[config.mk]
export PLATFORM = sky130hd
export DESIGN_NAME = ascii_number_literal_parser_core
export DESIGN_NICKNAME = d
export VERILOG_FILES = /design/src/hw/rtl/anlp_pkg.sv /design/src/hw/rtl/ascii_number_literal_parser_core.sv /design/src/hw/rtl/anlp_div.sv /design/src/hw/rtl/anlp_dp.sv /design/src/hw/rtl/anlp_ctrl.sv
export SDC_FILE = /design/constraint.sdc
export NUM_CORES = 2
export LEC_CHECK = 0
export BUFFER_PORTS_ARGS = -buffer_cell sky130_fd_sc_hd__buf_2
export CAP_MARGIN = 10
export CORE_UTILIZATION = 33
export CTS_CLUSTER_DIAMETER = 30
export CTS_CLUSTER_SIZE = 14
export DETAILED_ROUTE_END_ITERATION = 8
export SLEW_MARGIN = 20
export SYNTH_ARGS = -nofsm -noshare
export SYNTH_HDL_FRONTEND = slang
export SYNTH_HIERARCHICAL = 1
export SYNTH_SLANG_ARGS = --single-unit
[constraint.sdc]
create_clock -name clk -period 11.5 [get_ports clk]
set_input_delay 2.3 -clock clk [delete_from_list [all_inputs] [get_ports clk]]
set_output_delay 2.3 -clock clk [all_outputs]
set_load 0.05 [all_outputs]
[src/hw/rtl/anlp_pkg.sv]
// ----------------------------------------------------------------------------
// anlp_pkg
// Shared types, constants and the power-of-ten table for the ASCII number
// literal parser.
// ----------------------------------------------------------------------------
package anlp_pkg;

	// Fraction digits kept; later digits are checked and dropped
	localparam int unsigned FRAC_DIGITS_MAX = 9;
	// Saturation bound of the exponent magnitude
	localparam int unsigned EXP_LIMIT = 10;

	// Result kinds
	localparam logic [1:0] KIND_ERR = 2'd0;
	localparam logic [1:0] KIND_INT = 2'd1;
	localparam logic [1:0] KIND_FIX = 2'd2;

	// Operand selection of the shared divider
	typedef enum logic [2:0] {
		SEL_FRAC,  // frac / 10^n gives integer carry and remainder
		SEL_R10,   // one decimal step of a positive exponent
		SEL_FIXF,  // fraction bits of the Q31.16 value
		SEL_WHOLE, // whole part over 10^e
		SEL_FIX    // fixed value over 10^e
	} div_sel_t;

	// Controller to datapath commands
	typedef struct packed {
		logic       clear;
		logic       add_int;
		logic       add_frac;
		logic       add_exp;
		logic [4:0] digit;
		logic [4:0] radix;
		logic       neg;
		logic       div_start;
		div_sel_t   div_sel;
		logic       out_load;
		logic       out_err;
	} dp_cmd_t;

	// Datapath to controller status
	typedef struct packed {
		logic       div_done;
		logic       frac_nz;
		logic       q_ge_cap;
		logic [4:0] exp_val;
	} dp_stat_t;

	// 10^n for n up to 18
	function automatic logic [63:0] pow10(input logic [4:0] n);
		logic [63:0] p;
		unique case (n)
			5'd0:    p = 64'd1;
			5'd1:    p = 64'd10;
			5'd2:    p = 64'd100;
			5'd3:    p = 64'd1000;
			5'd4:    p = 64'd10000;
			5'd5:    p = 64'd100000;
			5'd6:    p = 64'd1000000;
			5'd7:    p = 64'd10000000;
			5'd8:    p = 64'd100000000;
			5'd9:    p = 64'd1000000000;
			5'd10:   p = 64'd10000000000;
			5'd11:   p = 64'd100000000000;
			5'd12:   p = 64'd1000000000000;
			5'd13:   p = 64'd10000000000000;
			5'd14:   p = 64'd100000000000000;
			5'd15:   p = 64'd1000000000000000;
			5'd16:   p = 64'd10000000000000000;
			5'd17:   p = 64'd100000000000000000;
			default: p = 64'd1000000000000000000;
		endcase
		return p;
	endfunction

endpackage

[src/hw/rtl/ascii_number_literal_parser_core.sv]
// ----------------------------------------------------------------------------
// ascii_number_literal_parser_core
// Parses ASCII number literals one character at a time into integer and
// Q31.16 fixed-point results.
// ----------------------------------------------------------------------------
// A character other than NUL yields no result. The NUL terminator yields one
// result: a malformed literal goes from the terminator straight to the output
// state. Otherwise the single shared bit-serial divider makes one pass that
// scales the fraction, one pass for each positive exponent step (up to the
// exponent value, fewer once the integer part reaches 2^40) and one more pass
// for the Q31.16 fraction bits. A negative exponent skips the steps and adds
// two back-to-back passes over the power of ten. A result is loaded only once
// the output register is free. Characters of the next literal are taken while
// a result waits on the output.
module ascii_number_literal_parser_core (
	input  logic               clk,
	input  logic               arst_n,
	input  logic               in_valid,
	output logic               in_ready,
	input  logic [7:0]         ch,
	output logic               out_valid,
	input  logic               out_ready,
	output logic [1:0]         kind,
	output logic signed [31:0] int_value,
	output logic signed [47:0] fixed_value
);

	anlp_pkg::dp_cmd_t  cmd;
	anlp_pkg::dp_stat_t stat;

	anlp_ctrl u_ctrl (
		.clk       (clk),
		.arst_n    (arst_n),
		.in_valid  (in_valid),
		.in_ready  (in_ready),
		.ch        (ch),
		.out_valid (out_valid),
		.out_ready (out_ready),
		.cmd       (cmd),
		.stat      (stat)
	);

	anlp_dp u_dp (
		.clk         (clk),
		.arst_n      (arst_n),
		.cmd         (cmd),
		.stat        (stat),
		.kind        (kind),
		.int_value   (int_value),
		.fixed_value (fixed_value)
	);

endmodule

[src/hw/rtl/anlp_div.sv]
// ----------------------------------------------------------------------------
// anlp_div
// Restoring unsigned divider, 64 by 64 bits, one quotient bit per cycle.
// ----------------------------------------------------------------------------
module anlp_div (
	input  logic        clk,
	input  logic        arst_n,
	input  logic        start,
	input  logic [63:0] num,
	input  logic [63:0] den,
	output logic        done,
	output logic [63:0] quo,
	output logic [63:0] rem
);

	logic [63:0] n_q;
	logic [63:0] d_q;
	logic [63:0] r_q;
	logic [6:0]  cnt_q;
	logic [64:0] r_sh;
	logic [64:0] r_sub;
	logic        qbit;
	logic [63:0] r_next;

	// Shift in the next dividend bit and try the subtraction
	always_comb begin
		r_sh   = {r_q, n_q[63]};
		r_sub  = r_sh - {1'b0, d_q};
		qbit   = (r_sh >= {1'b0, d_q});
		r_next = qbit ? r_sub[63:0] : r_sh[63:0];
	end

	assign done = (cnt_q == 7'd1);
	assign quo  = {n_q[62:0], qbit};
	assign rem  = r_next;

	// Load operands on start, then advance one bit a cycle
	always_ff @(posedge clk or negedge arst_n) begin
		if (!arst_n) begin
			cnt_q <= '0;
		end else if (start) begin
			cnt_q <= 7'd64;
		end else if (cnt_q != '0) begin
			cnt_q <= cnt_q - 7'd1;
		end
	end

	always_ff @(posedge clk) begin
		if (start) begin
			n_q <= num;
			d_q <= den;
			r_q <= '0;
		end else if (cnt_q != '0) begin
			n_q <= quo;
			r_q <= r_next;
		end
	end

endmodule

[src/hw/rtl/anlp_dp.sv]
// ----------------------------------------------------------------------------
// anlp_dp
// Datapath: digit accumulators, scaling registers around the shared divider
// and the saturating output register.
// ----------------------------------------------------------------------------
module anlp_dp (
	input  logic                    clk,
	input  logic                    arst_n,
	input  anlp_pkg::dp_cmd_t       cmd,
	output anlp_pkg::dp_stat_t      stat,
	output logic [1:0]              kind,
	output logic signed [31:0]      int_value,
	output logic signed [47:0]      fixed_value
);

	logic [31:0] int_acc_q;
	logic [31:0] frac_acc_q;
	logic [3:0]  frac_cnt_q;
	logic [7:0]  exp_acc_q;

	logic [63:0] q_q;
	logic [31:0] r_q;
	logic [63:0] whole_q;
	logic [63:0] fix_q;
	anlp_pkg::div_sel_t sel_q;

	logic [36:0] int_v;
	logic [36:0] frac_v;
	logic [12:0] exp_v;
	logic [36:0] int_lim;
	logic [63:0] pw_frac;
	logic [63:0] pw_exp;
	logic [63:0] div_num;
	logic [63:0] div_den;
	logic        div_done;
	logic [63:0] div_quo;
	logic [63:0] div_rem;
	logic [63:0] whole_s;
	logic [63:0] fix_s;

	// Next accumulator values for one digit
	always_comb begin
		int_v   = 37'(int_acc_q) * 37'(cmd.radix) + 37'(cmd.digit);
		frac_v  = 37'(frac_acc_q) * 37'(cmd.radix) + 37'(cmd.digit);
		exp_v   = 13'(exp_acc_q) * 13'(cmd.radix) + 13'(cmd.digit);
		int_lim = cmd.neg ? 37'h0080000000 : 37'h007FFFFFFF;
	end

	assign pw_frac = anlp_pkg::pow10({1'b0, frac_cnt_q});
	assign pw_exp  = anlp_pkg::pow10(exp_acc_q[4:0]);

	// Pick divider operands
	always_comb begin
		div_num = 64'(frac_acc_q);
		div_den = pw_frac;
		unique case (cmd.div_sel)
			anlp_pkg::SEL_FRAC:  div_num = 64'(frac_acc_q);
			anlp_pkg::SEL_R10:   div_num = (64'(r_q) << 3) + (64'(r_q) << 1);
			anlp_pkg::SEL_FIXF:  div_num = 64'(r_q) << 16;
			anlp_pkg::SEL_WHOLE: begin
				div_num = q_q;
				div_den = pw_exp;
			end
			anlp_pkg::SEL_FIX: begin
				div_num = fix_q;
				div_den = pw_exp;
			end
			default: div_num = 64'(frac_acc_q);
		endcase
	end

	anlp_div u_div (
		.clk    (clk),
		.arst_n (arst_n),
		.start  (cmd.div_start),
		.num    (div_num),
		.den    (div_den),
		.done   (div_done),
		.quo    (div_quo),
		.rem    (div_rem)
	);

	assign stat.div_done = div_done;
	assign stat.frac_nz  = (frac_acc_q != '0);
	assign stat.q_ge_cap = |q_q[63:40];
	assign stat.exp_val  = exp_acc_q[4:0];

	// Accumulate digits; clear after each literal
	always_ff @(posedge clk or negedge arst_n) begin
		if (!arst_n) begin
			int_acc_q  <= '0;
			frac_acc_q <= '0;
			frac_cnt_q <= '0;
			exp_acc_q  <= '0;
		end else if (cmd.clear) begin
			int_acc_q  <= '0;
			frac_acc_q <= '0;
			frac_cnt_q <= '0;
			exp_acc_q  <= '0;
		end else begin
			if (cmd.add_int) begin
				int_acc_q <= (int_v > int_lim) ? int_lim[31:0] : int_v[31:0];
			end
			if (cmd.add_frac && (32'(frac_cnt_q) < anlp_pkg::FRAC_DIGITS_MAX)) begin
				frac_acc_q <= (|frac_v[36:32]) ? 32'hFFFFFFFF : frac_v[31:0];
				frac_cnt_q <= frac_cnt_q + 4'd1;
			end
			if (cmd.add_exp) begin
				exp_acc_q <= (32'(exp_v) > anlp_pkg::EXP_LIMIT) ?
					8'(anlp_pkg::EXP_LIMIT) : exp_v[7:0];
			end
		end
	end

	// Hold the operand selection, apply the divider result when it lands
	always_ff @(posedge clk) begin
		if (cmd.div_start) begin
			sel_q <= cmd.div_sel;
		end
		if (div_done) begin
			unique case (sel_q)
				anlp_pkg::SEL_FRAC: begin
					q_q <= 64'(int_acc_q) + div_quo;
					r_q <= div_rem[31:0];
				end
				anlp_pkg::SEL_R10: begin
					q_q <= (q_q << 3) + (q_q << 1) + div_quo;
					r_q <= div_rem[31:0];
				end
				anlp_pkg::SEL_FIXF: begin
					fix_q   <= (q_q << 16) + div_quo;
					whole_q <= q_q;
				end
				anlp_pkg::SEL_WHOLE: whole_q <= div_quo;
				anlp_pkg::SEL_FIX:   fix_q <= div_quo;
				default:             whole_q <= whole_q;
			endcase
		end
	end

	// Saturate to the signed output ranges
	always_comb begin
		if (cmd.neg) begin
			whole_s = (whole_q > 64'h80000000) ? 64'h80000000 : whole_q;
			fix_s   = (fix_q > 64'h800000000000) ? 64'h800000000000 : fix_q;
		end else begin
			whole_s = (whole_q > 64'h7FFFFFFF) ? 64'h7FFFFFFF : whole_q;
			fix_s   = (fix_q > 64'h7FFFFFFFFFFF) ? 64'h7FFFFFFFFFFF : fix_q;
		end
	end

	// Output register
	always_ff @(posedge clk) begin
		if (cmd.out_load) begin
			if (cmd.out_err) begin
				kind        <= anlp_pkg::KIND_ERR;
				int_value   <= '0;
				fixed_value <= '0;
			end else begin
				kind        <= stat.frac_nz ? anlp_pkg::KIND_FIX : anlp_pkg::KIND_INT;
				int_value   <= cmd.neg ? -$signed(whole_s[31:0]) : $signed(whole_s[31:0]);
				fixed_value <= cmd.neg ? -$signed(fix_s[47:0]) : $signed(fix_s[47:0]);
			end
		end
	end

endmodule

[src/hw/rtl/anlp_ctrl.sv]
// ----------------------------------------------------------------------------
// anlp_ctrl
// Controller: literal grammar per character and sequencing of the scaling
// steps at the terminator.
// ----------------------------------------------------------------------------
module anlp_ctrl (
	input  logic                    clk,
	input  logic                    arst_n,
	input  logic                    in_valid,
	output logic                    in_ready,
	input  logic [7:0]              ch,
	output logic                    out_valid,
	input  logic                    out_ready,
	output anlp_pkg::dp_cmd_t       cmd,
	input  anlp_pkg::dp_stat_t      stat
);

	typedef enum logic [2:0] {
		PH_START, PH_ZERO, PH_INT_OPEN, PH_INT, PH_FRAC, PH_EXP_OPEN, PH_EXP
	} phase_t;

	typedef enum logic [2:0] {
		ST_CHAR, ST_FRAC, ST_LOOP, ST_R10, ST_FIXF, ST_WHOLE, ST_FIX, ST_PUT
	} state_t;

	state_t     state_q;
	phase_t     phase_q;
	logic [4:0] radix_q;
	logic       vneg_q;
	logic       eneg_q;
	logic       dseen_q;
	logic       bad_q;
	logic       err_q;
	logic [4:0] iter_q;

	phase_t     ph;
	logic [4:0] rdx;
	logic       vneg;
	logic       eneg;
	logic       dseen;
	logic       bad;
	logic       fin;
	logic       open;
	logic [6:0] dval;
	logic       sign;
	logic       isdig;
	logic       ise;
	logic       is_e;
	logic       add_int_c;
	logic       add_frac_c;
	logic       add_exp_c;
	logic       acc;
	logic       take_ch;
	logic       nul_acc;
	logic       ok;
	logic       put_go;
	logic       loop_end;

	// Character to digit value; 99 marks no digit
	function automatic logic [6:0] digit_of(input logic [7:0] c);
		logic [6:0] d;
		if (c >= "0" && c <= "9") d = 7'(c - "0");
		else if (c >= "a" && c <= "z") d = 7'(c - "a") + 7'd10;
		else if (c >= "A" && c <= "Z") d = 7'(c - "A") + 7'd10;
		else d = 7'd99;
		return d;
	endfunction

	assign in_ready = (state_q == ST_CHAR);
	assign acc      = in_valid && in_ready;
	assign take_ch  = acc && (ch != 8'd0) && !bad_q;
	assign nul_acc  = acc && (ch == 8'd0);
	assign put_go   = (state_q == ST_PUT) && (!out_valid || out_ready);
	assign loop_end = eneg_q || (iter_q == stat.exp_val) || stat.q_ge_cap;
	assign ok = !bad_q && ((phase_q == PH_ZERO) ||
		((phase_q == PH_INT || phase_q == PH_FRAC || phase_q == PH_EXP) && dseen_q));

	// Grammar step for one character
	always_comb begin
		ph    = phase_q;
		rdx   = radix_q;
		vneg  = vneg_q;
		eneg  = eneg_q;
		dseen = dseen_q;
		bad   = bad_q;
		fin   = 1'b0;
		open  = 1'b0;
		add_int_c  = 1'b0;
		add_frac_c = 1'b0;
		add_exp_c  = 1'b0;
		dval  = digit_of(ch);
		sign  = (ch == "+") || (ch == "-");
		is_e  = (ch == "e") || (ch == "E");
		if (ph == PH_START) begin
			if (ch == "0") begin
				ph  = PH_ZERO;
				fin = 1'b1;
			end else begin
				ph = PH_INT_OPEN;
			end
		end
		if (!fin && ph == PH_ZERO) begin
			if (ch == "b" || ch == "B") begin
				rdx = 5'd2;
				ph  = PH_INT_OPEN;
				fin = 1'b1;
			end else if (ch == "x" || ch == "X") begin
				rdx = 5'd16;
				ph  = PH_INT_OPEN;
				fin = 1'b1;
			end else if (ch >= "0" && ch <= "7") begin
				rdx = 5'd8;
				ph  = PH_INT;
			end else if (is_e) begin
				ph  = PH_EXP_OPEN;
				fin = 1'b1;
			end else if (ch == ".") begin
				ph  = PH_FRAC;
				fin = 1'b1;
			end else begin
				bad = 1'b1;
				fin = 1'b1;
			end
		end
		isdig = (dval < 7'(rdx));
		ise   = !isdig && is_e;
		if (!fin && ph == PH_INT_OPEN) begin
			open = 1'b1;
			ph   = PH_INT;
			if (sign) begin
				vneg = (ch == "-");
				fin  = 1'b1;
			end
		end
		if (!fin && ph == PH_INT) begin
			fin = 1'b1;
			if (isdig) begin
				add_int_c = 1'b1;
				dseen = 1'b1;
			end else if ((dseen || open) && ch == ".") begin
				ph    = PH_FRAC;
				dseen = 1'b0;
			end else if ((dseen || open) && ise) begin
				ph    = PH_EXP_OPEN;
				dseen = 1'b0;
			end else begin
				bad = 1'b1;
			end
		end
		if (!fin && ph == PH_FRAC) begin
			fin = 1'b1;
			if (isdig) begin
				add_frac_c = 1'b1;
				dseen = 1'b1;
			end else if (ise) begin
				ph    = PH_EXP_OPEN;
				dseen = 1'b0;
			end else begin
				bad = 1'b1;
			end
		end
		if (!fin && ph == PH_EXP_OPEN) begin
			ph = PH_EXP;
			if (sign) begin
				eneg = (ch == "-");
				fin  = 1'b1;
			end
		end
		if (!fin && ph == PH_EXP) begin
			fin = 1'b1;
			if (isdig) begin
				add_exp_c = 1'b1;
				dseen = 1'b1;
			end else begin
				bad = 1'b1;
			end
		end
		if (!fin) begin
			bad = 1'b1;
		end
		if (!take_ch) begin
			add_int_c  = 1'b0;
			add_frac_c = 1'b0;
			add_exp_c  = 1'b0;
		end
	end

	// Datapath commands
	always_comb begin
		cmd.add_int   = add_int_c;
		cmd.add_frac  = add_frac_c;
		cmd.add_exp   = add_exp_c;
		cmd.digit     = dval[4:0];
		cmd.radix     = rdx;
		cmd.neg       = (state_q == ST_CHAR) ? vneg : vneg_q;
		cmd.clear     = put_go;
		cmd.out_load  = put_go;
		cmd.out_err   = err_q;
		cmd.div_start = 1'b0;
		cmd.div_sel   = anlp_pkg::SEL_FRAC;
		unique case (state_q)
			ST_CHAR: cmd.div_start = nul_acc && ok;
			ST_LOOP: begin
				cmd.div_start = 1'b1;
				cmd.div_sel   = loop_end ? anlp_pkg::SEL_FIXF : anlp_pkg::SEL_R10;
			end
			ST_FIXF: begin
				cmd.div_start = stat.div_done && eneg_q;
				cmd.div_sel   = anlp_pkg::SEL_WHOLE;
			end
			ST_WHOLE: begin
				cmd.div_start = stat.div_done;
				cmd.div_sel   = anlp_pkg::SEL_FIX;
			end
			default: cmd.div_start = 1'b0;
		endcase
	end

	// State, grammar registers and output valid
	always_ff @(posedge clk or negedge arst_n) begin
		if (!arst_n) begin
			state_q   <= ST_CHAR;
			phase_q   <= PH_START;
			radix_q   <= 5'd10;
			vneg_q    <= 1'b0;
			eneg_q    <= 1'b0;
			dseen_q   <= 1'b0;
			bad_q     <= 1'b0;
			err_q     <= 1'b0;
			iter_q    <= '0;
			out_valid <= 1'b0;
		end else begin
			// Raise valid on a new result, drop it once the transfer is done
			if (put_go) begin
				out_valid <= 1'b1;
			end else if (out_valid && out_ready) begin
				out_valid <= 1'b0;
			end
			unique case (state_q)
				ST_CHAR: begin
					if (take_ch) begin
						phase_q <= ph;
						radix_q <= rdx;
						vneg_q  <= vneg;
						eneg_q  <= eneg;
						dseen_q <= dseen;
						bad_q   <= bad;
					end else if (nul_acc) begin
						err_q   <= !ok;
						iter_q  <= '0;
						state_q <= ok ? ST_FRAC : ST_PUT;
					end
				end
				ST_FRAC: if (stat.div_done) state_q <= ST_LOOP;
				ST_LOOP: begin
					if (loop_end) begin
						state_q <= ST_FIXF;
					end else begin
						iter_q  <= iter_q + 5'd1;
						state_q <= ST_R10;
					end
				end
				ST_R10: if (stat.div_done) state_q <= ST_LOOP;
				ST_FIXF: if (stat.div_done) state_q <= eneg_q ? ST_WHOLE : ST_PUT;
				ST_WHOLE: if (stat.div_done) state_q <= ST_FIX;
				ST_FIX: if (stat.div_done) state_q <= ST_PUT;
				ST_PUT: begin
					if (put_go) begin
						phase_q   <= PH_START;
						radix_q   <= 5'd10;
						vneg_q    <= 1'b0;
						eneg_q    <= 1'b0;
						dseen_q   <= 1'b0;
						bad_q     <= 1'b0;
						state_q   <= ST_CHAR;
					end
				end
				default: state_q <= ST_CHAR;
			endcase
		end
	end

endmodule

==> impl_metrics.ini <==
[setup_path]
crit_required_ps = 12160
cp_data_arrival_time_ps = 10960
path_max_fanout = 33
r2r_end = u_dp/int_acc_q[22]
timing.critical_path.mode_cell = ha_1
rr_worst_depth = 33
cp-start-kind = primary input
r2r-start = u_ctrl/phase_q[0]
slowest_delay_ps = 580
end_kind = flop
crit_type = in2reg
rrSetupSlack_ps = 2950
cpMaxStageDelayCell = o41ai_1

[placement]
place_area_sq_um = 62900
gp_congestion = 0.9510
io_buffers = 95
dp_slack_ps = 392.2
post-dp-hpwl_mm = 148.1

[timing]
setup_viol = 0
rsz0062_at_grt = false
slew_headroom = 0.2033
hold_viol = 0
final.setup.tns_ps = 0
finClkSkew_ps = 33.45
final_max_slew_viol_count = 0
worst_slack_ps = 1205
post-route-period-util = 0.8952
fin_crit_ps = 10290
max_freq_mhz = 97.14
worst_pin_slew_ps = 1188

[drt]
met1_length_mm = 90.41
met3_length_mm = 12.86
antenna_left = 0
num_vias = 52290
drc_errors = 0
wl_met2_mm = 88.72
dr.pass1.iters = 8
top_layer_used = met4
drtIter0Drc = 4967
via_per_inst = 5.633
routed_wirelength_mm = 197.6
routedWlPerCell_um = 21.29

[global_routing]
grt_max_degree = 82
grt_pass1_vias = 50470
track_usage = 0.2081
grt_pass1_wl_mm = 303.5
grt-ovfl-total = 0
antenna_found_initial = 6

[floorplan]
pin_count = 96
die_h_um = 430.7
core_region_area_sq_um = 181700
die_x_um = 430.7
start_util = 0.3338
rows = 156
die-area_sq_um = 185500

[cells_and_area]
nNetsFinal = 7458
synthToLayoutAreaGrowth_pct = 12.97
drive_above_1_share = 0.1162
fin_area_sq_um = 68530

[cts]
numCtsBuffers = 156
cts_tree = done
postCtsSetupBuffers = 0
cts-resized-gates = 0
clk_latency_ps = 800
clk_pin_slew_ps = 40
cts_sinks = 606
postCtsHoldBufs = 0
clockBufferDepth = 3
htree_levels = 4
cts_root_buf = clkbuf_16

[hold_path]
hold_path_depth = 2
hold_path.class = reg2reg
min_to = u_dp/u_div/r_q[59]
hold_path_startpoint = u_dp/u_div/r_q[59]

[synthesis]
syn_inst = 6795
syn_area_sq_um = 60660
yosysWarnings = 6
synth.avg_cell_area_sq_um = 8.927

[power_and_ir_drop]
p_leak_nw = 28.46
fin_total_pwr_mw = 14.99
power_density_nw_per_um2 = 218.7
vdd_drop_max_mv = 0.1169

[job]
maxCapViolations = 0

[outcome]
status = complete, no violations
cell type report:
type	instances	area, sq um
flip-flops and latches	606	17040
well taps	2449	3064
inverters	451	1698
clock inverters	110	1533
diodes	2	5.005
clock buffers	181	4079
multi-input cells	5312	40040
repair buffers	171	1074
fillers	18250	113200
worst max-delay path by stage:
stage / from / slack [ps] / cells after the start / to
final: ch[4] / 1210 / 35 / u_dp/int_acc_q[22]
after global routing: ch[4] / 530 / 35 / u_dp/int_acc_q[22]
after CTS: ch[4] / 1240 / 35 / u_dp/int_acc_q[22]
after detailed placement: ch[4] / 390 / 35 / u_dp/int_acc_q[22]
after global placement: ch[5] / 530 / 36 / u_dp/int_acc_q[8]
after floorplan: ch[6] / 30 / 12 / u_dp/u_div/n_q[0]
stage by stage:
stage	std cells	hold WS, ps	utilization
final	9282	477.6	0.3771
after global routing	9281	500.8	0.3771
after CTS	9280	478.3	0.3770
after detailed placement	8989	471.6	0.3461
after global placement	8989	467.4	0.3461
after floorplan	6802	453.4	-
cells in the final DEF (no fill, tap or decap), types with 75 or more instances in the layout:
cell type,n
buf_4,75
nor3_1,104
o21ai_0,331
clkbuf_16,157
and3_1,75
mux2_2,171
xnor2_1,169
a21oi_1,456
nand2_1,616
a21o_1,193
nand4_1,75
fa_1,278
buf_2,94
inv_1,443
dfrtp_1,102
a211oi_1,112
edfxtp_1,437
nand3_1,128
xor2_1,127
ha_1,470
and2_1,271
o21a_1,82
nor2_1,571
per-layer routing:
metal / global-route usage / vias up
met5: 0 / -
met3: 0.02832 / 320
met2: 0.3271 / 1950
met4: 0.06832 / 0
li1: - / 24300
met1: 0.2926 / 25720
power breakdown:
group	internal [mW]	switching [mW]	total (mW)
combinational	2.85	4.02	6.86
clock	3.15	1.50	4.65
sequential	2.87	0.610	3.48
state kept, by name, indices dropped and copies added, names as in the netlist, 5 cells and up:
name	count
u_dp/u_div/d_q	64
u_dp/r_q	32
u_dp/int_value	32
u_dp/u_div/cnt_q	7
u_dp/u_div/r_q	64
u_dp/whole_q	64
u_dp/fixed_value	48
u_dp/u_div/n_q	64
u_dp/int_acc_q	32
u_dp/exp_acc_q	8
u_dp/q_q	64
u_dp/frac_acc_q	32
u_ctrl/radix_q	5
u_ctrl/iter_q	5
u_dp/fix_q	64
worst max-delay path: cells and delay by family:
family	cells	cell delay (ps)
compound gates	10	3170
simple gates	11	2080
fa+ha+maj	6	2180
xor+xnor	1	120
buf+inv	7	1050
(Power assumes the default switching activity.)
